File: config.mk
export PLATFORM = sky130hd
export DESIGN_NAME = link_reconnect_backoff_fsm_top
export DESIGN_NICKNAME = d
export VERILOG_FILES = /design/src/sv/lrb_pkg.sv /design/src/sv/link_reconnect_backoff_fsm_top.sv
export SDC_FILE = /design/constraint.sdc
export NUM_CORES = 1
export LEC_CHECK = 0
export BUFFER_PORTS_ARGS = -buffer_cell sky130_fd_sc_hd__buf_2
export CORE_UTILIZATION = 35
export CTS_BUF_LIST = sky130_fd_sc_hd__clkbuf_2 sky130_fd_sc_hd__clkbuf_4 sky130_fd_sc_hd__clkbuf_8
export CTS_CLUSTER_SIZE = 24
export DETAILED_ROUTE_END_ITERATION = 6
export PLACE_DENSITY_LB_ADDON = 0.3
export SLEW_MARGIN = 20
export SYNTH_ARGS = -nofsm -noshare
export SYNTH_HDL_FRONTEND = slang
export SYNTH_SLANG_ARGS = --single-unit
File: constraint.sdc
create_clock -name clk -period 4.2 [get_ports clk]
set_input_delay 0.42 -clock clk [delete_from_list [all_inputs] [get_ports clk]]
set_output_delay 0.42 -clock clk [all_outputs]
set_load 0.1 [all_outputs]
File: src/sv/lrb_pkg.sv
// Shared types, codes and lookup functions for the link reconnect backoff supervisor.
`default_nettype none

package lrb_pkg;

  // Widths of the time base and of the delay values.
  localparam int unsigned TimeW  = 48;
  localparam int unsigned DelayW = 16;

  localparam logic [TimeW-1:0] TIME_MAX = {TimeW{1'b1}};
  localparam logic [15:0]      COUNT_MAX = 16'hFFFF;

  // Event codes carried by the operation field.
  typedef enum logic [3:0] {
    OP_PROVISION = 4'd0,
    OP_DRV_START = 4'd1,
    OP_ASSOC     = 4'd2,
    OP_GOT_IP    = 4'd3,
    OP_LOST_IP   = 4'd4,
    OP_DISCONN   = 4'd5,
    OP_CONN_FAIL = 4'd6,
    OP_TICK      = 4'd7,
    OP_SET_UTC   = 4'd8
  } op_t;

  // Connection phase.
  typedef enum logic [3:0] {
    PH_UNPROV     = 4'd0,
    PH_DISCONN    = 4'd1,
    PH_CONNECTING = 4'd2,
    PH_AUTH_FAIL  = 4'd3,
    PH_AP_UNAVAIL = 4'd4,
    PH_ASSOC_FAIL = 4'd5,
    PH_DHCP       = 4'd6,
    PH_DHCP_FAIL  = 4'd7,
    PH_CONNECTED  = 4'd8,
    PH_FAILED     = 4'd9
  } phase_t;

  // Address lease state.
  typedef enum logic [1:0] {
    LS_UNKNOWN    = 2'd0,
    LS_REQUESTING = 2'd1,
    LS_BOUND      = 2'd2,
    LS_TIMEOUT    = 2'd3
  } lease_t;

  // Retry state.
  typedef enum logic [1:0] {
    RM_DISABLED = 2'd0,
    RM_IDLE     = 2'd1,
    RM_BACKOFF  = 2'd2,
    RM_RETRYING = 2'd3
  } retry_t;

  // Requested action.
  typedef enum logic [1:0] {
    ACT_NONE      = 2'd0,
    ACT_CONNECT   = 2'd1,
    ACT_RECONNECT = 2'd2
  } action_t;

  // Groups of disconnect reason codes.
  typedef enum logic [1:0] {
    RC_OTHER = 2'd0,
    RC_AUTH  = 2'd1,
    RC_NO_AP = 2'd2,
    RC_ASSOC = 2'd3
  } reason_class_t;

  // Access point visibility, two-bit signed.
  localparam logic signed [1:0] AP_UNKNOWN = -2'sd1;
  localparam logic signed [1:0] AP_NO      = 2'sd0;
  localparam logic signed [1:0] AP_YES     = 2'sd1;

  localparam logic signed [7:0] RSSI_RESET = -8'sd127;

  // Backoff delay for a table index; indexes past the end use the last entry.
  function automatic logic [DelayW-1:0] backoff_delay(input logic [2:0] idx);
    logic [DelayW-1:0] d;
    unique case (idx)
      3'd0:    d = 16'd2000;
      3'd1:    d = 16'd4000;
      3'd2:    d = 16'd8000;
      3'd3:    d = 16'd15000;
      3'd4:    d = 16'd30000;
      default: d = 16'd60000;
    endcase
    return d;
  endfunction

  // Sort a disconnect reason into its group.
  function automatic reason_class_t classify(input logic [15:0] r);
    reason_class_t c;
    unique case (r)
      16'd2, 16'd6, 16'd7, 16'd15, 16'd23, 16'd24, 16'd202, 16'd204:
        c = RC_AUTH;
      16'd200, 16'd201, 16'd210, 16'd211, 16'd212:
        c = RC_NO_AP;
      16'd4, 16'd5, 16'd8, 16'd9, 16'd10, 16'd11, 16'd12, 16'd13,
      16'd14, 16'd16, 16'd17, 16'd18, 16'd203:
        c = RC_ASSOC;
      default:
        c = RC_OTHER;
    endcase
    return c;
  endfunction

endpackage

`default_nettype wire

File: src/sv/link_reconnect_backoff_fsm_top.sv
// Wireless link supervisor: phase, lease and retry state with exponential backoff.
//
// Each accepted event beat produces exactly one result beat, in the following cycle, holding the
// requested action and a snapshot of the status after the event. The block takes one event
// per clock while the result is not stalled: the whole update is one pass of logic (two 48-bit saturating adds and the
// deadline compares) into the state registers, which also serve as the result register.
// in_ready is high whenever the result register is empty or being drained in the same cycle.
// dhcp_timeout_ms is written through cfg_write/cfg_wdata and resets to 10000.
`default_nettype none

module link_reconnect_backoff_fsm_top (
  input  wire logic               clk,
  input  wire logic               rst,
  // Configuration
  input  wire logic               cfg_write,
  input  wire logic [31:0]        cfg_wdata,
  // Event channel
  input  wire logic               in_valid,
  output logic                    in_ready,
  input  wire logic [3:0]         operation,
  input  wire logic [47:0]        now_ms,
  input  wire logic               provisioned,
  input  wire logic signed [7:0]  rssi,
  input  wire logic [7:0]         channel,
  input  wire logic [15:0]        reason,
  input  wire logic [31:0]        utc_seconds,
  // Result channel
  output logic                    out_valid,
  input  wire logic               out_ready,
  output logic [1:0]              action,
  output logic [3:0]              phase,
  output logic [1:0]              lease_state,
  output logic [1:0]              retry_mode,
  output logic                    has_address,
  output logic signed [1:0]       ap_seen,
  output logic signed [7:0]       signal_dbm,
  output logic [7:0]              radio_channel,
  output logic [15:0]             retries,
  output logic [15:0]             backoff_delay_ms,
  output logic [15:0]             last_reason,
  output logic [31:0]             success_utc_s
);

  // Configuration register
  logic [31:0] dhcp_timeout_ms;

  // State registers
  logic                    is_provisioned,  is_provisioned_next;
  lrb_pkg::phase_t         link_phase,      link_phase_next;
  lrb_pkg::lease_t         lease_mode,      lease_mode_next;
  lrb_pkg::retry_t         retry_status,    retry_status_next;
  logic                    address_held,    address_held_next;
  logic signed [1:0]       ap_visibility,   ap_visibility_next;
  logic signed [7:0]       last_rssi,       last_rssi_next;
  logic [7:0]              last_channel,    last_channel_next;
  logic [15:0]             retry_counter,   retry_counter_next;
  logic [15:0]             backoff_value,   backoff_value_next;
  logic [47:0]             retry_deadline,  retry_deadline_next;
  logic [47:0]             lease_deadline,  lease_deadline_next;
  logic [15:0]             disconnect_code, disconnect_code_next;
  logic                    success_set,     success_set_next;
  logic [31:0]             success_wall_s,  success_wall_s_next;
  lrb_pkg::action_t        action_q,        action_next;

  logic                    accept;
  lrb_pkg::op_t            op;

  // Shared backoff arming values
  logic [15:0] arm_counter;
  logic [2:0]  arm_idx;
  logic [15:0] arm_delay;
  logic [48:0] arm_sum;
  logic [47:0] arm_deadline;
  logic [48:0] lease_sum;
  logic [47:0] lease_target;

  // Tick conditions
  logic lease_fire;
  logic retry_fire;
  lrb_pkg::reason_class_t rclass;

  assign accept   = in_valid && in_ready;
  assign in_ready = !out_valid || out_ready;
  assign op       = lrb_pkg::op_t'(operation);

  // Arming a backoff: saturating count, table delay, saturating deadline.
  always_comb begin
    arm_counter  = (retry_counter != lrb_pkg::COUNT_MAX) ? retry_counter + 16'd1
                                                          : retry_counter;
    arm_idx      = (retry_counter >= 16'd5) ? 3'd5 : retry_counter[2:0];
    arm_delay    = lrb_pkg::backoff_delay(arm_idx);
    arm_sum      = {1'b0, now_ms} + {33'd0, arm_delay};
    arm_deadline = arm_sum[48] ? lrb_pkg::TIME_MAX : arm_sum[47:0];
    lease_sum    = {1'b0, now_ms} + {17'd0, dhcp_timeout_ms};
    lease_target = lease_sum[48] ? lrb_pkg::TIME_MAX : lease_sum[47:0];
  end

  // Tick decisions. A lease timeout arms a deadline above now unless the add saturated,
  // so the retry then fires in the same tick only when now is the top of the range.
  always_comb begin
    lease_fire = (link_phase == lrb_pkg::PH_DHCP) && (lease_deadline != 48'd0) &&
                 (now_ms >= lease_deadline);
    if (lease_fire) begin
      retry_fire = (now_ms == lrb_pkg::TIME_MAX);
    end else begin
      retry_fire = (retry_status == lrb_pkg::RM_BACKOFF) && (now_ms >= retry_deadline);
    end
    rclass = lrb_pkg::classify(reason);
  end

  // Next state for one event.
  always_comb begin
    is_provisioned_next  = is_provisioned;
    link_phase_next      = link_phase;
    lease_mode_next      = lease_mode;
    retry_status_next    = retry_status;
    address_held_next    = address_held;
    ap_visibility_next   = ap_visibility;
    last_rssi_next       = last_rssi;
    last_channel_next    = last_channel;
    retry_counter_next   = retry_counter;
    backoff_value_next   = backoff_value;
    retry_deadline_next  = retry_deadline;
    lease_deadline_next  = lease_deadline;
    disconnect_code_next = disconnect_code;
    success_set_next     = success_set;
    success_wall_s_next  = success_wall_s;

    unique case (operation)
      lrb_pkg::OP_PROVISION: begin
        is_provisioned_next  = provisioned;
        address_held_next    = 1'b0;
        lease_mode_next      = lrb_pkg::LS_UNKNOWN;
        lease_deadline_next  = '0;
        retry_counter_next   = '0;
        backoff_value_next   = '0;
        disconnect_code_next = '0;
        ap_visibility_next   = lrb_pkg::AP_UNKNOWN;
        last_rssi_next       = lrb_pkg::RSSI_RESET;
        last_channel_next    = '0;
        success_set_next     = 1'b0;
        success_wall_s_next  = '0;
        if (provisioned) begin
          link_phase_next     = lrb_pkg::PH_DISCONN;
          retry_status_next   = lrb_pkg::RM_BACKOFF;
          retry_deadline_next = now_ms;
        end else begin
          link_phase_next     = lrb_pkg::PH_UNPROV;
          retry_status_next   = lrb_pkg::RM_DISABLED;
          retry_deadline_next = '0;
        end
      end
      lrb_pkg::OP_SET_UTC: begin
        if (utc_seconds != 32'd0 && success_set) begin
          success_wall_s_next = utc_seconds;
        end
      end
      lrb_pkg::OP_DRV_START: begin
        if (is_provisioned) begin
          link_phase_next     = lrb_pkg::PH_DISCONN;
          retry_status_next   = lrb_pkg::RM_BACKOFF;
          backoff_value_next  = '0;
          retry_deadline_next = now_ms;
        end
      end
      lrb_pkg::OP_ASSOC: begin
        if (is_provisioned) begin
          link_phase_next     = lrb_pkg::PH_DHCP;
          lease_mode_next     = lrb_pkg::LS_REQUESTING;
          retry_status_next   = lrb_pkg::RM_IDLE;
          backoff_value_next  = '0;
          retry_deadline_next = '0;
          lease_deadline_next = lease_target;
          ap_visibility_next  = lrb_pkg::AP_YES;
        end
      end
      lrb_pkg::OP_GOT_IP: begin
        if (is_provisioned) begin
          link_phase_next     = lrb_pkg::PH_CONNECTED;
          lease_mode_next     = lrb_pkg::LS_BOUND;
          retry_status_next   = lrb_pkg::RM_IDLE;
          address_held_next   = 1'b1;
          ap_visibility_next  = lrb_pkg::AP_YES;
          last_rssi_next      = rssi;
          last_channel_next   = channel;
          retry_counter_next  = '0;
          backoff_value_next  = '0;
          retry_deadline_next = '0;
          lease_deadline_next = '0;
          success_set_next    = (now_ms != 48'd0);
        end
      end
      lrb_pkg::OP_LOST_IP: begin
        if (is_provisioned) begin
          address_held_next   = 1'b0;
          link_phase_next     = lrb_pkg::PH_DHCP_FAIL;
          lease_mode_next     = lrb_pkg::LS_TIMEOUT;
          lease_deadline_next = '0;
          retry_counter_next  = arm_counter;
          backoff_value_next  = arm_delay;
          retry_deadline_next = arm_deadline;
          retry_status_next   = lrb_pkg::RM_BACKOFF;
        end
      end
      lrb_pkg::OP_DISCONN: begin
        if (is_provisioned) begin
          address_held_next    = 1'b0;
          lease_mode_next      = lrb_pkg::LS_UNKNOWN;
          lease_deadline_next  = '0;
          disconnect_code_next = reason;
          unique case (rclass)
            lrb_pkg::RC_AUTH: begin
              link_phase_next    = lrb_pkg::PH_AUTH_FAIL;
              ap_visibility_next = lrb_pkg::AP_YES;
            end
            lrb_pkg::RC_NO_AP: begin
              link_phase_next    = lrb_pkg::PH_AP_UNAVAIL;
              ap_visibility_next = lrb_pkg::AP_NO;
            end
            lrb_pkg::RC_ASSOC: begin
              link_phase_next    = lrb_pkg::PH_ASSOC_FAIL;
              ap_visibility_next = lrb_pkg::AP_YES;
            end
            default: begin
              link_phase_next    = lrb_pkg::PH_DISCONN;
              ap_visibility_next = lrb_pkg::AP_UNKNOWN;
            end
          endcase
          retry_counter_next  = arm_counter;
          backoff_value_next  = arm_delay;
          retry_deadline_next = arm_deadline;
          retry_status_next   = lrb_pkg::RM_BACKOFF;
        end
      end
      lrb_pkg::OP_CONN_FAIL: begin
        if (is_provisioned) begin
          address_held_next   = 1'b0;
          link_phase_next     = lrb_pkg::PH_FAILED;
          lease_mode_next     = lrb_pkg::LS_UNKNOWN;
          ap_visibility_next  = lrb_pkg::AP_UNKNOWN;
          retry_counter_next  = arm_counter;
          backoff_value_next  = arm_delay;
          retry_deadline_next = arm_deadline;
          retry_status_next   = lrb_pkg::RM_BACKOFF;
        end
      end
      lrb_pkg::OP_TICK: begin
        if (is_provisioned) begin
          // Lease timeout first, then the retry deadline on the updated state.
          if (lease_fire) begin
            address_held_next   = 1'b0;
            link_phase_next     = lrb_pkg::PH_DHCP_FAIL;
            lease_mode_next     = lrb_pkg::LS_TIMEOUT;
            lease_deadline_next = '0;
            retry_counter_next  = arm_counter;
            backoff_value_next  = arm_delay;
            retry_deadline_next = arm_deadline;
            retry_status_next   = lrb_pkg::RM_BACKOFF;
          end
          if (retry_fire) begin
            link_phase_next     = lrb_pkg::PH_CONNECTING;
            lease_mode_next     = lrb_pkg::LS_UNKNOWN;
            retry_status_next   = lrb_pkg::RM_RETRYING;
            retry_deadline_next = '0;
          end
        end
      end
      default: begin
        // Unused codes leave the state alone.
      end
    endcase
  end

  // Action for one event: only a tick that fires a retry requests one.
  always_comb begin
    action_next = lrb_pkg::ACT_NONE;
    if (op == lrb_pkg::OP_TICK && is_provisioned && retry_fire) begin
      if (lease_fire || link_phase == lrb_pkg::PH_DHCP_FAIL) begin
        action_next = lrb_pkg::ACT_RECONNECT;
      end else begin
        action_next = lrb_pkg::ACT_CONNECT;
      end
    end
  end

  // Configuration register.
  always_ff @(posedge clk) begin
    if (rst) begin
      dhcp_timeout_ms <= 32'd10000;
    end else if (cfg_write) begin
      dhcp_timeout_ms <= cfg_wdata;
    end
  end

  // Result valid flag.
  always_ff @(posedge clk) begin
    if (rst) begin
      out_valid <= 1'b0;
    end else if (in_ready) begin
      out_valid <= in_valid;
    end
  end

  // State update on each accepted beat; the state also holds the result snapshot.
  always_ff @(posedge clk) begin
    if (rst) begin
      is_provisioned  <= 1'b0;
      link_phase      <= lrb_pkg::PH_UNPROV;
      lease_mode      <= lrb_pkg::LS_UNKNOWN;
      retry_status    <= lrb_pkg::RM_DISABLED;
      address_held    <= 1'b0;
      ap_visibility   <= lrb_pkg::AP_UNKNOWN;
      last_rssi       <= lrb_pkg::RSSI_RESET;
      last_channel    <= '0;
      retry_counter   <= '0;
      backoff_value   <= '0;
      retry_deadline  <= '0;
      lease_deadline  <= '0;
      disconnect_code <= '0;
      success_set     <= 1'b0;
      success_wall_s  <= '0;
      action_q        <= lrb_pkg::ACT_NONE;
    end else if (accept) begin
      is_provisioned  <= is_provisioned_next;
      link_phase      <= link_phase_next;
      lease_mode      <= lease_mode_next;
      retry_status    <= retry_status_next;
      address_held    <= address_held_next;
      ap_visibility   <= ap_visibility_next;
      last_rssi       <= last_rssi_next;
      last_channel    <= last_channel_next;
      retry_counter   <= retry_counter_next;
      backoff_value   <= backoff_value_next;
      retry_deadline  <= retry_deadline_next;
      lease_deadline  <= lease_deadline_next;
      disconnect_code <= disconnect_code_next;
      success_set     <= success_set_next;
      success_wall_s  <= success_wall_s_next;
      action_q        <= action_next;
    end
  end

  // Result fields.
  assign action           = action_q;
  assign phase            = link_phase;
  assign lease_state      = lease_mode;
  assign retry_mode       = retry_status;
  assign has_address      = address_held;
  assign ap_seen          = ap_visibility;
  assign signal_dbm       = last_rssi;
  assign radio_channel    = last_channel;
  assign retries          = retry_counter;
  assign backoff_delay_ms = backoff_value;
  assign last_reason      = disconnect_code;
  assign success_utc_s    = success_wall_s;

endmodule

`default_nettype wire

==> impl_metrics.yaml, run 1 <==
worst_setup_path:
  reg2reg_to: "retry_deadline[30]$_SDFFE_PP0P_"
  r2r_slack_ns: 0.26
  cp.required_ns: 4.69
  critical_path_class: "register to register"
  critPathCaptureType: "register"
  arrival_ns: 4.42
  start_kind: "register"
  cp_max_fo: 11
  r2r_start: "retries[1]$_SDFFE_PP0P_"
  ff2ff_path_depth: 21
floorplan:
  die_area_sq_um: 47100
  io_pins: 265
  die_w_um: 217
  coreArea_sq_um: 45500
  initial_utilization_pct: 35.6
  rows: 78
  die_height_um: 217
global_route:
  antenna_found_initial: 2
  track_usage_pct: 23.0
  grt_max_degree: 63
  gr-total-overflow: 0
  grt_pass1_vias: 16100
  grt_pass1_wl_um: 86600
drt:
  drcViolationCount: 0
  routed_wl_um: 55400
  post_drt_wl_per_cell_um: 18.5
  dr.pass1.iters: 6
  ant_nets: 0
  drt_iter0_markers: 1154
  vias_per_cell: 5.58
  vias: 16700
yosys:
  synth_area_leaders: "dfxtp_1, ha_1, nand2_1"
  ys_types: 97
  synth_area_leader_cell: "dfxtp_1"
  synth_commonest_cells: "nand2_1, dfxtp_1, a21oi_1"
  yosysTopAreaCellShare_pct: 29.2
  async_flop_share_pct: 0
  syn_area_per_cell_sq_um: 7.72
  synth_warnings: 0
  syn_area_sq_um: 16200
  synth.most_common_cell: "nand2_1"
  synth-seq-cells: 236
  synth_edf_count: 0
  ys.flop_type: "dfxtp_1"
  yosysSeqAreaShare_pct: 29.2
  synthCells: 2097
timing:
  worst_hold_slack_ns: 0.0453
  hold_viol_final: 0
  relSlewSlack_pct: 27.2
  period_share_pct: 93.8
  finalClockSkew_ns: 0.0255
  report.final.slew_viol_count: 0
  max_freq_mhz: 254
  period_needed_ns: 3.94
  fin_ws_ns: 0.262
  setup_viol: 0
  worst_pin_slew_ns: 1.09
worst_hold_path:
  hold-path-endpoint: "dhcp_timeout_ms[14]$_SDFFE_PP0P_"
  hold_path.class: "input port to register"
  hold_start: "cfg_wdata[14]"
  hold_path_depth: 3
run:
  drv_cap: 0
clock_network:
  cts_tree: "done"
  cts_buffer_depth: 3
  clock_latency_ns: 0.62
  cts.sinks: 236
  cts_buffers: 45
  root_buffer: "clkbuf_8"
  htree_levels: 2
  clk_pin_slew_worst_paths_ns: 0.06
final_layout:
  stdcell_count: 2993
  layout-area-overhead-vs-synth_pct: 20.6
  diodes: 0
  final_nets: 2661
  final_layout_size_suffix_gt1_share_pct: 20.1
  fill_cells: 4714
placement:
  dp.cells: 2888
  port_buffers: 261
  dp_hpwl_um: 41200
  routabilityCongestion: 0.910
  pre_cts_ws_ns: -0.0380
outcome:
  outcome: "completed"
pwr:
  leakage_uw: 0.00798
  peakVddDrop_uv: 181
  power_density_nw_per_um2: 299
==> timing repair <==
item                                    in CTS  in global routing
endpoints found under the hold margin       22                  0
hold buffers                                22                  0
pin swaps                                    1                 13
endpoints found under the setup margin       9                 48
buffers inserted                             0                  4
resized for setup                            2                 25
==> critical path, cell delays in order, from the launching register on <==
cell and delay (ns):
dfxtp_4 0.34, inv_2 0.04, ha_1 0.18, o21ai_2 0.15
nand4_1 0.10, nor4_2 0.24, buf_4 0.16, and2_4 0.16
inv_2 0.06, nor2_2 0.11, ha_2 0.20, buf_4 0.11
a211oi_2 0.06, o311ai_2 0.31, nand2_1 0.12, o211ai_1 0.24
a21oi_2 0.12, buf_6 0.16, or3_1 0.36, or2_2 0.29
a31oi_1 0.16, o211ai_1 0.12
==> power breakdown <==
| part | switching [uW] | internal, uW |
|---|---|---|
| logic | 638 | 368 |
| clock network | 1060 | 1490 |
| registers | 18.5 | 2270 |
| total | 1720 | 4130 |
==> through the flow <==
| step | cell area, sq um | util (%) | total power, uW | setup TNS [ns] |
|---|---|---|---|---|
| after floorplan | 16200 | - | 2980 | 0 |
| after global placement | 18200 | 40.0 | 3290 | 0 |
| after detailed placement | 18200 | 40.0 | 3310 | -0.291 |
| after CTS | 19400 | 42.7 | 5900 | 0 |
| final | 19500 | 42.9 | 5840 | 0 |
| after global routing | 19500 | 42.9 | 6100 | -0.0176 |
==> worst max path at each step <==
stage / start / to / slack (ns) / depth (start not counted)
3_3_place_gp: retries[1]$_SDFFE_PP0P_ / retry_deadline[46]$_SDFFE_PP0P_ / 0.13 / 20
3_5_place_dp: retries[1]$_SDFFE_PP0P_ / retry_deadline[40]$_SDFFE_PP0P_ / -0.04 / 20
6_report: retries[1]$_SDFFE_PP0P_ / retry_deadline[30]$_SDFFE_PP0P_ / 0.26 / 21
5_1_grt: retries[0]$_SDFFE_PP0P_ / retry_deadline[45]$_SDFFE_PP0P_ / -0.02 / 21
2_1_floorplan: retries[2]$_SDFFE_PP0P_ / retry_deadline[30]$_SDFFE_PP0P_ / 0.001 / 17
4_1_cts: retries[1]$_SDFFE_PP0P_ / retry_deadline[13]$_SDFFE_PP0P_ / 0.006 / 22
==> layout make-up <==
cell class                      instances  area, sq um  share of cell area (%)
Timing Repair Buffer                  344         2040                    10.4
Multi-Input combinational cell       1603        10500                    53.8
Inverter                              131          492                    2.52
Tap cell                              600          751                    3.85
Clock inverter                         11          134                   0.686
Clock buffer                           68          861                    4.41
Sequential cell                       236         4740                    24.3
==> sequential cells by signal, summed over array words and instances, names as in the netlist, 2 cells and up <==
name / count
success_utc_s: 32
radio_channel: 8
dhcp_timeout_ms: 32
retry_mode: 2
retry_deadline: 48
lease_deadline: 48
ap_seen: 2
last_reason: 16
signal_dbm: 8
retries: 16
phase: 4
backoff_delay_ms: 12
action: 2
lease_state: 2
==> routing by layer <==
metal	wire [um]	GRT usage, %	vias to the layer above
met4	2200	9.79	4
met3	3150	4.14	136
met2	26200	38.4	569
met5	25	0	-
li1	-	-	8155
met1	23900	28.8	7824
==> kinds of logic (layout without fill, tap and decap cells) <==
group | after synthesis | count (layout) | synth area share (%)
compound gates | 582 | 582 | 24.2
fa+ha+maj | 146 | 146 | 11.4
mux | 32 | 32 | 2.00
other cells | 1 | 3 | 0.0232
flops | 236 | 236 | 29.2
buf+inv | 260 | 554 | 6.73
simple gates | 786 | 786 | 23.6
xor+xnor | 54 | 54 | 2.92
==> cell usage in the layout (no fill, tap or decap), types with 12 or more instances in the layout <==
master / Yosys / routed
a211oi_1: 32 / 30
dlygate4sd3_1: 0 / 22
buf_2: 22 / 260
and3_1: 18 / 17
clkbuf_8: 0 / 56
nand2b_1: 22 / 22
buf_4: 10 / 57
a31oi_1: 31 / 31
nor2_1: 128 / 126
dfxtp_1: 236 / 228
nand4_1: 54 / 54
mux2i_1: 29 / 29
ha_1: 144 / 142
inv_1: 131 / 129
a32oi_1: 15 / 15
o31ai_1: 17 / 17
nand2_1: 291 / 291
nor3_1: 37 / 35
a21oi_1: 180 / 178
and2_1: 13 / 12
or3_1: 17 / 16
xor2_1: 25 / 25
clkbuf_4: 0 / 12
a21o_1: 35 / 35
o211ai_1: 28 / 28
nor4_1: 43 / 41
a22oi_1: 18 / 18
o21ai_0: 99 / 96
nand3_1: 103 / 100
nor2b_1: 17 / 16
xnor2_1: 29 / 29
Note: power is estimated with default switching activity, not from simulation.
==> inputs of run 2 (changes only) <==
--- a/config.mk
+++ b/config.mk
@@ -6,6 +6,7 @@
 export NUM_CORES = 1
 export LEC_CHECK = 0
 export BUFFER_PORTS_ARGS = -buffer_cell sky130_fd_sc_hd__buf_2
+export CORE_ASPECT_RATIO = 0.9
 export CORE_UTILIZATION = 35
 export CTS_BUF_LIST = sky130_fd_sc_hd__clkbuf_2 sky130_fd_sc_hd__clkbuf_4 sky130_fd_sc_hd__clkbuf_8
 export CTS_CLUSTER_SIZE = 24
==> impl_metrics.yaml, run 2 (same netlist as run 1, synthesis figures left out) <==
final_layout:
  final_nets: 2672
  design_area_sq_um: 19700
  layout-area-overhead-vs-synth_pct: 21.7
  final_layout_size_suffix_gt1_share_pct: 19.9
  mostFrequentLayoutCells: "nand2_1, buf_2, dfxtp_1"
  final_common_cell: "nand2_1"
  stdcell_count: 3019
  top_regs: "lease_deadline (48), retry_deadline (48)"
worst_setup_path:
  critical_path_class: "register to register"
  cp_max_fo: 12
  ff2ff_path_depth: 21
  reg2reg_to: "retry_deadline[36]$_SDFFE_PP0P_"
  cp.required_ns: 4.74
  start_kind: "register"
  worstSetupStartpoint: "retries[1]$_SDFFE_PP0P_"
  r2r_slack_ns: 0.23
  r2r_start: "retries[1]$_SDFFE_PP0P_"
  critPathCaptureType: "register"
  cp-endpoint: "retry_deadline[36]$_SDFFE_PP0P_"
  arrival_ns: 4.51
drt:
  vias: 16800
  post_drt_wl_per_cell_um: 18.5
  ant_nets: 0
  drcViolationCount: 2
  dr.pass1.iters: 7
  drt_iter0_markers: 1256
  routed_wl_um: 55800
  vias_per_cell: 5.57
placement:
  dp_hpwl_um: 41200
  port_buffers: 261
  routabilityCongestion: 0.916
  dp.cells: 2896
  place_area_sq_um: 18200
global_route:
  antenna_found_initial: 1
  grt_pass1_vias: 15800
  track_usage_pct: 22.7
  gr-total-overflow: 0
  grt_max_degree: 76
  grt_pass1_wl_um: 86100
floorplan:
  coreArea_sq_um: 45500
  rows: 74
  die_height_um: 206
  initial_utilization_pct: 35.6
  die_w_um: 229
  io_pins: 265
  die_area_sq_um: 47100
outcome:
  violations: "design-rule violations"
  outcome: "finished, violations left"
clock_network:
  clock_latency_ns: 0.63
  cts_buffers: 46
  htree_levels: 2
  cts.sinks: 236
  root_buffer: "clkbuf_8"
  clk_pin_slew_worst_paths_ns: 0.06
  cts_tree: "done"
  cts_buffer_depth: 3
timing:
  rsz0062_at_grt: "true"
  report.final.slew_viol_count: 0
  setup_viol: 0
  tns_ns: 0
  hold_viol_final: 0
  max_freq_mhz: 252
  worst_pin_slew_ns: 1.02
  period_needed_ns: 3.97
  finalClockSkew_ns: 0.0220
  relSlewSlack_pct: 31.9
  period_share_pct: 94.6
worst_hold_path:
  hold_path.class: "input port to register"
  hold_start: "cfg_wdata[23]"
run:
  drv_cap: 0
pwr:
  leakage_uw: 0.00806
  peakVddDrop_uv: 165
  power_density_nw_per_um2: 301
run 2: cell types whose count changed in the layout (fill, tap and decap cells not counted), sizes merged:
cell	change
bufinv	-2
clkinvlp	+1
clkinv	-4
dlygate4sd3	+12
buf	-2
clkbuf	+12
diode	+1
run 2: area by class of cell:
type / count / area, sq um
Timing Repair Buffer: 354 / 2150
Fill cell: 4619 / 25800
Antenna cell: 1 / 2.50
Tap cell: 608 / 761
Sequential cell: 236 / 4740
Clock buffer: 80 / 995
Inverter: 131 / 492
Clock inverter: 6 / 63.8
Multi-Input combinational cell: 1603 / 10500
run 2: layer usage:
metal,vias up,global-route usage [%],share of wire (%)
met5,-,0,0.023
met4,2,9.30,3.7
met3,129,4.80,6.8
met2,597,35.9,45
met1,7913,30.0,45
li1,8179,-,-
run 2: timing repair:
action / CTS / global route
gates resized for setup: 0 / 14
setup endpoints to repair: 0 / 48
buffers inserted: 0 / 2
hold endpoints to repair: 34 / 0
hold buffers: 34 / 0
run 2: report_power, final:
| group | switching [uW] | internal, uW |
|---|---|---|
| logic | 633 | 374 |
| clock network | 1090 | 1550 |
| registers | 19.6 | 2270 |
run 2: worst min-delay path by stage:
stage,endpoint,slack [ns],depth (start not counted)
3_3_place_gp,last_reason[0]$_SDFFE_PP0P_,0.44,2
6_report,dhcp_timeout_ms[23]$_SDFFE_PP0P_,0.05,3
3_5_place_dp,success_utc_s[24]$_SDFFE_PP0P_,0.44,2
4_1_cts,radio_channel[5]$_SDFFE_PP0P_,0.007,3
2_1_floorplan,retry_deadline[16]$_SDFFE_PP0P_,0.43,2
5_1_grt,radio_channel[2]$_SDFFE_PP0P_,0.02,3
run 2: critical path, stage by stage (launching register included):
cell	delay, ns
dfxtp_4	0.34
inv_1	0.09
ha_1	0.15
inv_1	0.04
o21ai_0	0.13
nand4_1	0.11
nor4_2	0.17
buf_4	0.16
and2_1	0.19
inv_1	0.12
a21oi_2	0.16
ha_1	0.25
nand2_2	0.11
o311ai_4	0.30
nand2_1	0.11
o211ai_1	0.20
a21oi_1	0.13
buf_12	0.16
or3_1	0.44
nor4_1	0.31
o2111ai_2	0.14
o211ai_1	0.11
run 2: metrics by stage:
step                      util (%)  worst slack [ns]  hold slack [ns]  total power (uW)
final                         43.3             0.225           0.0453              5930
after global routing          43.3           -0.0620           0.0203              6220
after CTS                     43.1            0.0669          0.00697              6000
after detailed placement      40.0            0.0848            0.443              3300
after global placement        40.0             0.186            0.437              3280
after floorplan                  -           0.00146            0.425              2980
